==> src/rtl/core/tppm_pkg.sv <==
// Shared widths, register map codes and reset values for the three-phase presence monitor.
`timescale 1ns / 1ps
`default_nettype none

package tppm_pkg;

    // Field widths
    localparam int IN_W        = 17;   // tick counts
    localparam int ANGLE_W     = 9;
    localparam int TOL_W       = 8;
    localparam int CNT_W       = 5;    // debounce counters
    localparam int LOSS_W      = 2;
    localparam int MS_W        = 8;    // whole milliseconds, kept mod 256

    // Beat layout
    localparam int S_TDATA_W   = 56;   // 3 x 17 bits, padded to bytes
    localparam int M_TDATA_W   = 8;    // 5 flags, padded to a byte

    // APB
    localparam int APB_AW      = 4;
    localparam int APB_DW      = 32;
    localparam int REG_IDX_W   = 2;

    typedef logic [REG_IDX_W-1:0] reg_idx_t;

    localparam reg_idx_t REG_FAULT_ENABLE = 2'd0;
    localparam reg_idx_t REG_FIRST_ANGLE  = 2'd1;
    localparam reg_idx_t REG_SECOND_ANGLE = 2'd2;
    localparam reg_idx_t REG_TOLERANCE    = 2'd3;

    localparam logic [ANGLE_W-1:0] FIRST_ANGLE_RST  = 9'd120;
    localparam logic [ANGLE_W-1:0] SECOND_ANGLE_RST = 9'd240;
    localparam logic [TOL_W-1:0]   TOLERANCE_RST    = 8'd10;

    // Angle window math: 180*d against p*(A +/- T)
    localparam int ANG_SUM_W   = 11;   // signed, covers -255..766
    localparam int PROD_W      = 29;   // signed 18 x 11
    localparam int ANGLE_SCALE = 180;

    // Whole-ms rule bounds
    localparam logic [MS_W-1:0] MS_LATE_LO  = 8'd7;
    localparam logic [MS_W-1:0] MS_LATE_HI  = 8'd8;
    localparam logic [MS_W-1:0] MS_EARLY_LO = 8'd4;
    localparam logic [MS_W-1:0] MS_EARLY_HI = 8'd5;

    localparam logic [LOSS_W-1:0] LOSS_LIMIT = 2'd2;

    typedef logic signed [PROD_W-1:0] prod_t;

    // Per-phase verdicts of one window
    typedef struct packed {
        logic p_zero;
        logic good1;
        logic good2;
        logic good3;
    } verdict_t;

endpackage

`default_nettype wire

==> src/rtl/core/three_phase_presence_monitor.sv <==
// Top level: three-phase presence monitor with APB register port and stream channels.
`timescale 1ns / 1ps
`default_nettype none

// A beat accepted into the input register passes the product stage, the verdict stage
//   and the flag/result register before it shows on m_tdata.
// Throughput: one beat per cycle; each stage holds its beat only while the next is full.
// The flag/counter update for one window is a step in the last stage.
// Reset (aresetn low, synchronous): pipeline empty, flags and counters zero,
//   registers back to fault_enable=0, angles 120/240, tolerance 10.
module three_phase_presence_monitor #(
    parameter int DEBOUNCE_LIMIT = 30,
    parameter int TICKS_PER_MS   = 800
) (
    input  wire                               aclk,
    input  wire                               aresetn,

    // APB register port
    input  wire                               psel,
    input  wire                               penable,
    input  wire                               pwrite,
    input  wire  [tppm_pkg::APB_AW-1:0]       paddr,
    input  wire  [tppm_pkg::APB_DW-1:0]       pwdata,
    output logic [tppm_pkg::APB_DW-1:0]       prdata,
    output logic                              pready,

    // Window beats
    input  wire                               s_tvalid,
    output logic                              s_tready,
    // [16:0] period_ticks, [33:17] second_delay_ticks, [50:34] third_delay_ticks
    input  wire  [tppm_pkg::S_TDATA_W-1:0]    s_tdata,

    // Result beats
    output logic                              m_tvalid,
    input  wire                               m_tready,
    // [0] power_present, [1] first_present, [2] second_present,
    // [3] third_present, [4] angle_fault
    output logic [tppm_pkg::M_TDATA_W-1:0]    m_tdata
);
    import tppm_pkg::*;

    // Floor division by TICKS_PER_MS through a reciprocal: exact for all 17-bit inputs
    // with the shift set to input width plus ceil(log2(divisor)).
    localparam int DIV_SHIFT            = IN_W + $clog2(TICKS_PER_MS);
    localparam int RECIP_W              = IN_W + 1;
    localparam int DIV_PROD_W           = IN_W + RECIP_W;
    localparam longint unsigned RECIP   =
        ((64'd1 << DIV_SHIFT) + longint'(TICKS_PER_MS) - 64'd1) / longint'(TICKS_PER_MS);
    localparam logic [CNT_W-1:0] DB_LIMIT = CNT_W'(DEBOUNCE_LIMIT);

    // ------------------------------------------------------------------
    // Register file
    // ------------------------------------------------------------------
    logic                 fault_enable_reg;
    logic [ANGLE_W-1:0]   first_angle_reg;
    logic [ANGLE_W-1:0]   second_angle_reg;
    logic [TOL_W-1:0]     tolerance_reg;
    reg_idx_t             reg_idx;
    logic                 cfg_wr;

    assign pready  = 1'b1;
    assign reg_idx = paddr[APB_AW-1:2];
    assign cfg_wr  = psel && penable && pwrite && pready;

    always_ff @(posedge aclk) begin
        if (!aresetn) begin
            fault_enable_reg <= 1'b0;
            first_angle_reg  <= FIRST_ANGLE_RST;
            second_angle_reg <= SECOND_ANGLE_RST;
            tolerance_reg    <= TOLERANCE_RST;
        end else if (cfg_wr) begin
            case (reg_idx)
                REG_FAULT_ENABLE: fault_enable_reg <= pwdata[0];
                REG_FIRST_ANGLE:  first_angle_reg  <= pwdata[ANGLE_W-1:0];
                REG_SECOND_ANGLE: second_angle_reg <= pwdata[ANGLE_W-1:0];
                REG_TOLERANCE:    tolerance_reg    <= pwdata[TOL_W-1:0];
                default: ;
            endcase
        end
    end

    always_comb begin
        case (reg_idx)
            REG_FAULT_ENABLE: prdata = {{(APB_DW-1){1'b0}}, fault_enable_reg};
            REG_FIRST_ANGLE:  prdata = {{(APB_DW-ANGLE_W){1'b0}}, first_angle_reg};
            REG_SECOND_ANGLE: prdata = {{(APB_DW-ANGLE_W){1'b0}}, second_angle_reg};
            REG_TOLERANCE:    prdata = {{(APB_DW-TOL_W){1'b0}}, tolerance_reg};
            default:          prdata = '0;
        endcase
    end

    // ------------------------------------------------------------------
    // Pipeline flow control: a stage loads when empty or when it hands its
    // beat on, so bubbles close up while the result beat is stalled.
    // ------------------------------------------------------------------
    logic s1_valid_reg, s2_valid_reg, s3_valid_reg, m_valid_reg;
    logic free1, free2, free3, free_out;

    assign free_out = !m_valid_reg || m_tready;
    assign free3    = !s3_valid_reg || free_out;
    assign free2    = !s2_valid_reg || free3;
    assign free1    = !s1_valid_reg || free2;
    assign s_tready = free1;
    assign m_tvalid = m_valid_reg;

    always_ff @(posedge aclk) begin
        if (!aresetn) begin
            s1_valid_reg <= 1'b0;
            s2_valid_reg <= 1'b0;
            s3_valid_reg <= 1'b0;
            m_valid_reg  <= 1'b0;
        end else begin
            if (free1)    s1_valid_reg <= s_tvalid;
            if (free2)    s2_valid_reg <= s1_valid_reg;
            if (free3)    s3_valid_reg <= s2_valid_reg;
            if (free_out) m_valid_reg  <= s3_valid_reg;
        end
    end

    // ------------------------------------------------------------------
    // Stage 1: input register
    // ------------------------------------------------------------------
    logic [IN_W-1:0] s1_p_reg, s1_d2_reg, s1_d3_reg;

    always_ff @(posedge aclk) begin
        if (free1) begin
            s1_p_reg  <= s_tdata[IN_W-1:0];
            s1_d2_reg <= s_tdata[2*IN_W-1:IN_W];
            s1_d3_reg <= s_tdata[3*IN_W-1:2*IN_W];
        end
    end

    // ------------------------------------------------------------------
    // Stage 2: products. Window bounds p*(A-T), p*(A+T) for both angles,
    // 180*d for both delays, whole-ms by reciprocal multiply.
    // ------------------------------------------------------------------
    logic signed [ANG_SUM_W-1:0] a1_lo, a1_hi, a2_lo, a2_hi;
    logic signed [IN_W:0]        p_s;
    prod_t lo1_next, hi1_next, lo2_next, hi2_next;
    prod_t lhs2_next, lhs3_next;
    logic [DIV_PROD_W-1:0] q2_prod, q3_prod, q2_sh, q3_sh;
    logic [MS_W-1:0]       m2_next, m3_next;

    prod_t lo1_reg, hi1_reg, lo2_reg, hi2_reg, lhs2_reg, lhs3_reg;
    logic [MS_W-1:0] m2_reg, m3_reg;
    logic            p_zero_reg;

    always_comb begin
        a1_lo = $signed({2'b00, first_angle_reg})  - $signed({3'b000, tolerance_reg});
        a1_hi = $signed({2'b00, first_angle_reg})  + $signed({3'b000, tolerance_reg});
        a2_lo = $signed({2'b00, second_angle_reg}) - $signed({3'b000, tolerance_reg});
        a2_hi = $signed({2'b00, second_angle_reg}) + $signed({3'b000, tolerance_reg});
        p_s   = $signed({1'b0, s1_p_reg});

        // operands sign-extended to the product width before the multiply
        lo1_next = PROD_W'(p_s) * PROD_W'(a1_lo);
        hi1_next = PROD_W'(p_s) * PROD_W'(a1_hi);
        lo2_next = PROD_W'(p_s) * PROD_W'(a2_lo);
        hi2_next = PROD_W'(p_s) * PROD_W'(a2_hi);

        // 180*d stays below 2^25, so the sign bit is always clear
        lhs2_next = $signed(PROD_W'(s1_d2_reg) * PROD_W'(ANGLE_SCALE));
        lhs3_next = $signed(PROD_W'(s1_d3_reg) * PROD_W'(ANGLE_SCALE));

        q2_prod = DIV_PROD_W'(s1_d2_reg) * DIV_PROD_W'(RECIP_W'(RECIP));
        q3_prod = DIV_PROD_W'(s1_d3_reg) * DIV_PROD_W'(RECIP_W'(RECIP));
        q2_sh   = q2_prod >> DIV_SHIFT;
        q3_sh   = q3_prod >> DIV_SHIFT;
        m2_next = q2_sh[MS_W-1:0];
        m3_next = q3_sh[MS_W-1:0];
    end

    always_ff @(posedge aclk) begin
        if (free2) begin
            lo1_reg    <= lo1_next;
            hi1_reg    <= hi1_next;
            lo2_reg    <= lo2_next;
            hi2_reg    <= hi2_next;
            lhs2_reg   <= lhs2_next;
            lhs3_reg   <= lhs3_next;
            m2_reg     <= m2_next;
            m3_reg     <= m3_next;
            p_zero_reg <= (s1_p_reg == '0);
        end
    end

    // ------------------------------------------------------------------
    // Stage 3: verdicts. Strict window compares, then the swap rule, then
    // the equal-ms rule (which wins over the swap).
    // ------------------------------------------------------------------
    verdict_t verdict_next, verdict_reg;
    logic     ok2, ok3, swap_hit;

    always_comb begin
        ok2 = (lhs2_reg > lo1_reg && lhs2_reg < hi1_reg) ||
              (lhs2_reg > lo2_reg && lhs2_reg < hi2_reg);
        ok3 = (lhs3_reg > lo1_reg && lhs3_reg < hi1_reg) ||
              (lhs3_reg > lo2_reg && lhs3_reg < hi2_reg);

        swap_hit = ((m2_reg inside {[MS_LATE_LO:MS_LATE_HI]}) &&
                    (m3_reg inside {[MS_EARLY_LO:MS_EARLY_HI]})) ||
                   ((m2_reg inside {[MS_EARLY_LO:MS_EARLY_HI]}) &&
                    (m3_reg inside {[MS_LATE_LO:MS_LATE_HI]}));

        verdict_next.p_zero = p_zero_reg;
        verdict_next.good1  = 1'b1;
        verdict_next.good2  = ok2;
        verdict_next.good3  = ok3;
        if (swap_hit) begin
            verdict_next.good1 = 1'b0;
            verdict_next.good2 = 1'b1;
            verdict_next.good3 = 1'b1;
        end
        if (m2_reg == m3_reg) begin
            verdict_next.good2 = 1'b0;
            verdict_next.good3 = 1'b0;
        end
    end

    always_ff @(posedge aclk) begin
        if (free3) begin
            verdict_reg <= verdict_next;
        end
    end

    // ------------------------------------------------------------------
    // Stage 4: flag and counter update, done as the beat enters the result
    // register. The flags themselves are the result payload.
    // ------------------------------------------------------------------
    logic power_reg, first_reg, second_reg, third_reg, fault_reg;
    logic power_next, first_next, second_next, third_next, fault_next;
    logic [LOSS_W-1:0] loss_cnt_reg, loss_cnt_next;
    logic [CNT_W-1:0]  bad1_cnt_reg, bad2_cnt_reg, bad3_cnt_reg;
    logic [CNT_W-1:0]  bad1_cnt_next, bad2_cnt_next, bad3_cnt_next;
    logic [CNT_W-1:0]  fault_cnt_reg, clear_cnt_reg, fault_cnt_next, clear_cnt_next;
    logic [CNT_W-1:0]  cnt_tmp;
    logic              all_good;

    always_comb begin
        power_next     = power_reg;
        first_next     = first_reg;
        second_next    = second_reg;
        third_next     = third_reg;
        fault_next     = fault_reg;
        loss_cnt_next  = loss_cnt_reg;
        bad1_cnt_next  = bad1_cnt_reg;
        bad2_cnt_next  = bad2_cnt_reg;
        bad3_cnt_next  = bad3_cnt_reg;
        fault_cnt_next = fault_cnt_reg;
        clear_cnt_next = clear_cnt_reg;
        cnt_tmp        = '0;
        all_good       = verdict_reg.good1 && verdict_reg.good2 && verdict_reg.good3;

        // power loss: third empty window in a row drops power and phase one
        if (verdict_reg.p_zero) begin
            if (loss_cnt_reg >= LOSS_LIMIT) begin
                power_next    = 1'b0;
                first_next    = 1'b0;
                loss_cnt_next = LOSS_W'(1);
            end else begin
                loss_cnt_next = loss_cnt_reg + LOSS_W'(1);
            end
        end else begin
            power_next    = 1'b1;
            first_next    = 1'b1;
            loss_cnt_next = '0;
        end

        // per-phase debounce
        if (verdict_reg.good1) begin
            first_next    = 1'b1;
            bad1_cnt_next = '0;
        end else if (bad1_cnt_reg >= DB_LIMIT) begin
            first_next    = 1'b0;
            bad1_cnt_next = CNT_W'(1);
        end else begin
            bad1_cnt_next = bad1_cnt_reg + CNT_W'(1);
        end

        if (verdict_reg.good2) begin
            second_next   = 1'b1;
            bad2_cnt_next = '0;
        end else if (bad2_cnt_reg >= DB_LIMIT) begin
            second_next   = 1'b0;
            bad2_cnt_next = CNT_W'(1);
        end else begin
            bad2_cnt_next = bad2_cnt_reg + CNT_W'(1);
        end

        if (verdict_reg.good3) begin
            third_next    = 1'b1;
            bad3_cnt_next = '0;
        end else if (bad3_cnt_reg >= DB_LIMIT) begin
            third_next    = 1'b0;
            bad3_cnt_next = CNT_W'(1);
        end else begin
            bad3_cnt_next = bad3_cnt_reg + CNT_W'(1);
        end

        // fault debounce; disabled means fault cleared, counters frozen
        if (fault_enable_reg) begin
            if (all_good) begin
                cnt_tmp        = clear_cnt_reg + CNT_W'(1);
                fault_cnt_next = '0;
                clear_cnt_next = cnt_tmp;
                if (cnt_tmp >= DB_LIMIT) begin
                    clear_cnt_next = '0;
                    fault_next     = 1'b0;
                end
            end else begin
                cnt_tmp        = fault_cnt_reg + CNT_W'(1);
                clear_cnt_next = '0;
                fault_cnt_next = cnt_tmp;
                if (cnt_tmp >= DB_LIMIT) begin
                    fault_cnt_next = '0;
                    fault_next     = 1'b1;
                end
            end
        end else begin
            fault_next = 1'b0;
        end
    end

    always_ff @(posedge aclk) begin
        if (!aresetn) begin
            power_reg     <= 1'b0;
            first_reg     <= 1'b0;
            second_reg    <= 1'b0;
            third_reg     <= 1'b0;
            fault_reg     <= 1'b0;
            loss_cnt_reg  <= '0;
            bad1_cnt_reg  <= '0;
            bad2_cnt_reg  <= '0;
            bad3_cnt_reg  <= '0;
            fault_cnt_reg <= '0;
            clear_cnt_reg <= '0;
        end else if (free_out && s3_valid_reg) begin
            power_reg     <= power_next;
            first_reg     <= first_next;
            second_reg    <= second_next;
            third_reg     <= third_next;
            fault_reg     <= fault_next;
            loss_cnt_reg  <= loss_cnt_next;
            bad1_cnt_reg  <= bad1_cnt_next;
            bad2_cnt_reg  <= bad2_cnt_next;
            bad3_cnt_reg  <= bad3_cnt_next;
            fault_cnt_reg <= fault_cnt_next;
            clear_cnt_reg <= clear_cnt_next;
        end
    end

    assign m_tdata = {{(M_TDATA_W-5){1'b0}},
                      fault_reg, third_reg, second_reg, first_reg, power_reg};

endmodule

`default_nettype wire

==> config.mk <==
export PLATFORM = sky130hd
export DESIGN_NAME = three_phase_presence_monitor
export DESIGN_NICKNAME = d
export VERILOG_FILES = /design/src/rtl/core/tppm_pkg.sv /design/src/rtl/core/three_phase_presence_monitor.sv
export SDC_FILE = /design/constraint.sdc
export NUM_CORES = 2
export LEC_CHECK = 0
export BUFFER_PORTS_ARGS = -buffer_cell sky130_fd_sc_hd__buf_2
export CAP_MARGIN = 10
export CELL_PAD_IN_SITES_DETAIL_PLACEMENT = 1
export CELL_PAD_IN_SITES_GLOBAL_PLACEMENT = 1
export CORE_ASPECT_RATIO = 1.2
export CORE_UTILIZATION = 52
export DETAILED_ROUTE_END_ITERATION = 8
export GPL_TIMING_DRIVEN = 1
export PLACE_DENSITY_LB_ADDON = 0.1
export SLEW_MARGIN = 10
export SYNTH_ARGS = -nofsm -noshare
export SYNTH_HDL_FRONTEND = slang
export SYNTH_SLANG_ARGS = --single-unit
==> constraint.sdc <==
create_clock -name aclk -period 8.81 [get_ports aclk]
set_input_delay 0.881 -clock aclk [delete_from_list [all_inputs] [get_ports aclk]]
set_output_delay 0.881 -clock aclk [all_outputs]
set_load 0.03 [all_outputs]
==> impl_metrics.py <==
metrics = {
    "route": {
        "ant_nets": 0,
        "first_iter_violations": 1718,
        "wl_um": 145600,
        "via_per_inst": 5.622,
        "dr.pass1.iters": 5,
        "via_count": 37650,
        "route.detailed.drc": 0,
        "wire_per_inst_um": 21.74,
    },
    "outcome": {
        "outcome": "finished clean",
    },
    "floorplanning": {
        "die_x_um": 290.6,
        "die_h_um": 348.3,
        "start_util_pct": 52.65,
        "core_um2": 98690,
        "rows": 126,
        "die_area_um2": 101200,
        "boundaryPins": 142,
    },
    "timing": {
        "slew_violations": 0,
        "setup_viol": 0,
        "period_minus_slack_ns": 8.094,
        "maxClockFrequency_ghz": 0.1235,
        "fin_skew_ns": 0.03292,
        "slew-limit-headroom_pct": 14.78,
        "setup_slack_ns": 0.7159,
        "hold_violations": 0,
        "tns_ns": 0,
        "worst_pin_slew_ns": 1.262,
        "rsz0062_at_grt": "false",
        "fin_crit_sh_pct": 91.87,
    },
    "placed_design": {
        "portBuffers": 84,
        "dp_hpwl_um": 119800,
        "place_congestion": 0.9416,
        "pre_cts_ws_ns": 0.6616,
        "dp.cells": 6626,
    },
    "logic_synthesis": {
        "synth_area_leaders": "fa_1 29%, ha_1 21%, edfxtp_1 13%",
        "synthSimpleGateAreaFrac_pct": 11.75,
        "synth_compound_area_share_pct": 9.995,
        "synth.largest_area_cell": "fa_1",
        "yosys_warnings": 0,
        "ys_seq_area_share_pct": 15.49,
        "avgSynthCellArea_um2": 9.696,
        "synth-xor-area-share_pct": 2.781,
        "synth_cell_types": 83,
        "synth-async-reset-ratio_pct": 0,
        "synth_top_family_by_area": "adder cells",
        "synth-main-ff-cell": "edfxtp_1",
        "muxShareOfSynthArea_pct": 0.5008,
        "synth-edff-count": 226,
        "netlist_area_um2": 51960,
        "yosys.area_share.adder_pct": 49.54,
        "yosys_register_bits": 289,
        "synth_top_area_share_pct": 28.97,
        "syn-instance-count": 5359,
    },
    "worst_setup_path": {
        "critPathMaxFanout": 25,
        "worstPathRequired_ns": 9.15,
        "slowest_stage": "fa_1",
        "path_class": "reg2reg",
        "slowest_delay_ns": 0.56,
        "arrival_ns": 8.44,
        "worstSetupStartpointType": "flip-flop",
        "r2r_cells": 28,
        "setup.worst_path.end_class": "flip-flop",
        "reg2reg_setup_slack_ns": 0.72,
    },
    "global_route": {
        "grt_pass1_wl_um": 237700,
        "grt_max_degree": 66,
        "antenna_found_initial": 0,
        "use_met3_pct": 2.859,
        "globalRouteMet2Util_pct": 54.32,
        "grt_util_met1_pct": 37.39,
        "grt.total_usage_pct": 30.20,
        "busiest_layer": "met2",
        "grt_pass1_vias": 42580,
        "grt-ovfl-total": 0,
    },
    "flow_run": {
        "cap_violations": 0,
    },
    "cts": {
        "cts.sink_count": 289,
        "cts_hold_buf": 0,
        "clockBufferDepth": 3,
        "numCtsBuffers": 38,
        "cts_setup_buffers": 0,
        "clock_latency_ns": 0.60,
        "htreeDepth": 2,
        "cts_resized": 0,
        "cts_tree": "done",
        "clock-root-buffer": "clkbuf_16",
        "cts.clk_slew.worst_paths_ns": 0.08,
    },
    "finish": {
        "drive_gt1_share_pct": 4.783,
        "nNetsFinal": 7091,
        "areaGrowthSynthToFinish_pct": 5.866,
        "instances_no_fill": 6696,
    },
    "power_and_ir_drop": {
        "total_leakage_power_nw": 28.45,
        "ir_drop_uv": 440.7,
        "pwr_density_cell_nw_per_um2": 328.2,
    },
    "min_path": {
        "min_path_cells": 1,
        "min_path_type": "in2reg",
    },
}
logic make-up after synthesis:
| kind of cell | Yosys count |
|---|---|
| simple gates | 1165 |
| fa+ha+maj | 1606 |
| xor+xnor | 165 |
| other cells | 2 |
| mux | 24 |
| flops | 289 |
| buf+inv | 1338 |
| compound gates | 770 |
synthesized netlist by cell type (all sizes together), types with 81 or more instances:
library cell,count
inv,1149
ha,854
fa,752
nand2,307
edfxtp,226
a21oi,186
nor2b,149
o21ai,149
nor2,141
clkbuf,137
xnor2,117
a21o,116
nand2b,115
and2,113
nor3,81
power by group:
group          leakage [nW]  total, mW  internal (mW)  switching [mW]
Clock                 0.598       1.59          0.913           0.680
Combinational          24.9       13.7           5.70            8.02
Sequential             2.93       2.74           2.27           0.468
Total                  28.4       18.1           8.89            9.17
metal layers:
layer  vias to the layer above  part of all wire [%]
li1                      17400                     -
met1                     19260                    41
met2                       724                    51
met3                       270                   3.4
met4                         0                   4.3
met5                         -                     0
layout by cell type, fill, tap and decap left out, types with 16 or more instances in the layout:
cell type  instances
o21a_1            34
nor2b_1          148
ha_1             854
xor2_1            47
or3_1             39
nand2_1          306
o21bai_1          20
nor3_1            81
nand2b_1         115
a21oi_1          183
and2_1           113
o21ai_0          137
nor2_1           141
mux2i_1           17
a21boi_0          62
edfxtp_1         226
inv_1           1148
dfxtp_1           63
o211a_1           28
a21o_1           116
nor3b_1           31
xnor2_1          117
o211ai_1          29
buf_2             84
conb_1            27
and3_1            26
a31oi_1           17
nand4_1           46
nor4_1            16
a211oi_1          25
fa_1             752
buf_4             66
clkbuf_16         39
nand3_1           58
path summary, 6_finish.rpt:
path | to | start
setup / recovery | lo2_reg[27]$_DFFE_PP_ | tolerance_reg[1]$_SDFFE_PN1P_
hold / removal | s1_p_reg[14]$_DFFE_PP_ | s_tdata[14]
setup reg to reg | lo2_reg[27]$_DFFE_PP_ | tolerance_reg[1]$_SDFFE_PN1P_
hold reg to reg | verdict_reg[3]$_DFFE_PP_ | p_zero_reg$_DFFE_PP_
worst max-delay path, delay by kind of cell (launching register included):
family / cells / cell delay [ns]
adder cells (fa/ha/maj): 7 / 3.22
flip-flops: 1 / 0.49
AO/OA/AOI/OAI: 9 / 2.41
buffers and inverters: 6 / 0.79
AND/OR/NAND/NOR: 5 / 0.79
XOR/XNOR: 1 / 0.15
layout make-up:
class,count,area [um2]
tap,1280,1602
multi-input combinational,3757,38870
inverter,1149,4318
clock buffer,44,1005
sequential,289,8048
fill,11090,43680
clock inverter,25,226.5
antenna,1,2.502
timing repair buffer,151,935.9
stage by stage:
stage	utilization [%]	cell area, um2	hold WS [ns]	total power [mW]
floorplan	-	52060	0.4003	12.30
global route	55.74	55010	0.4338	20.08
CTS	55.73	55000	0.4121	18.18
global placement	54.49	53770	0.4692	15.89
detailed placement	54.49	53770	0.4851	16.30
finish	55.74	55010	0.4550	18.05
No activity file was read; power rests on OpenSTA's default activity.
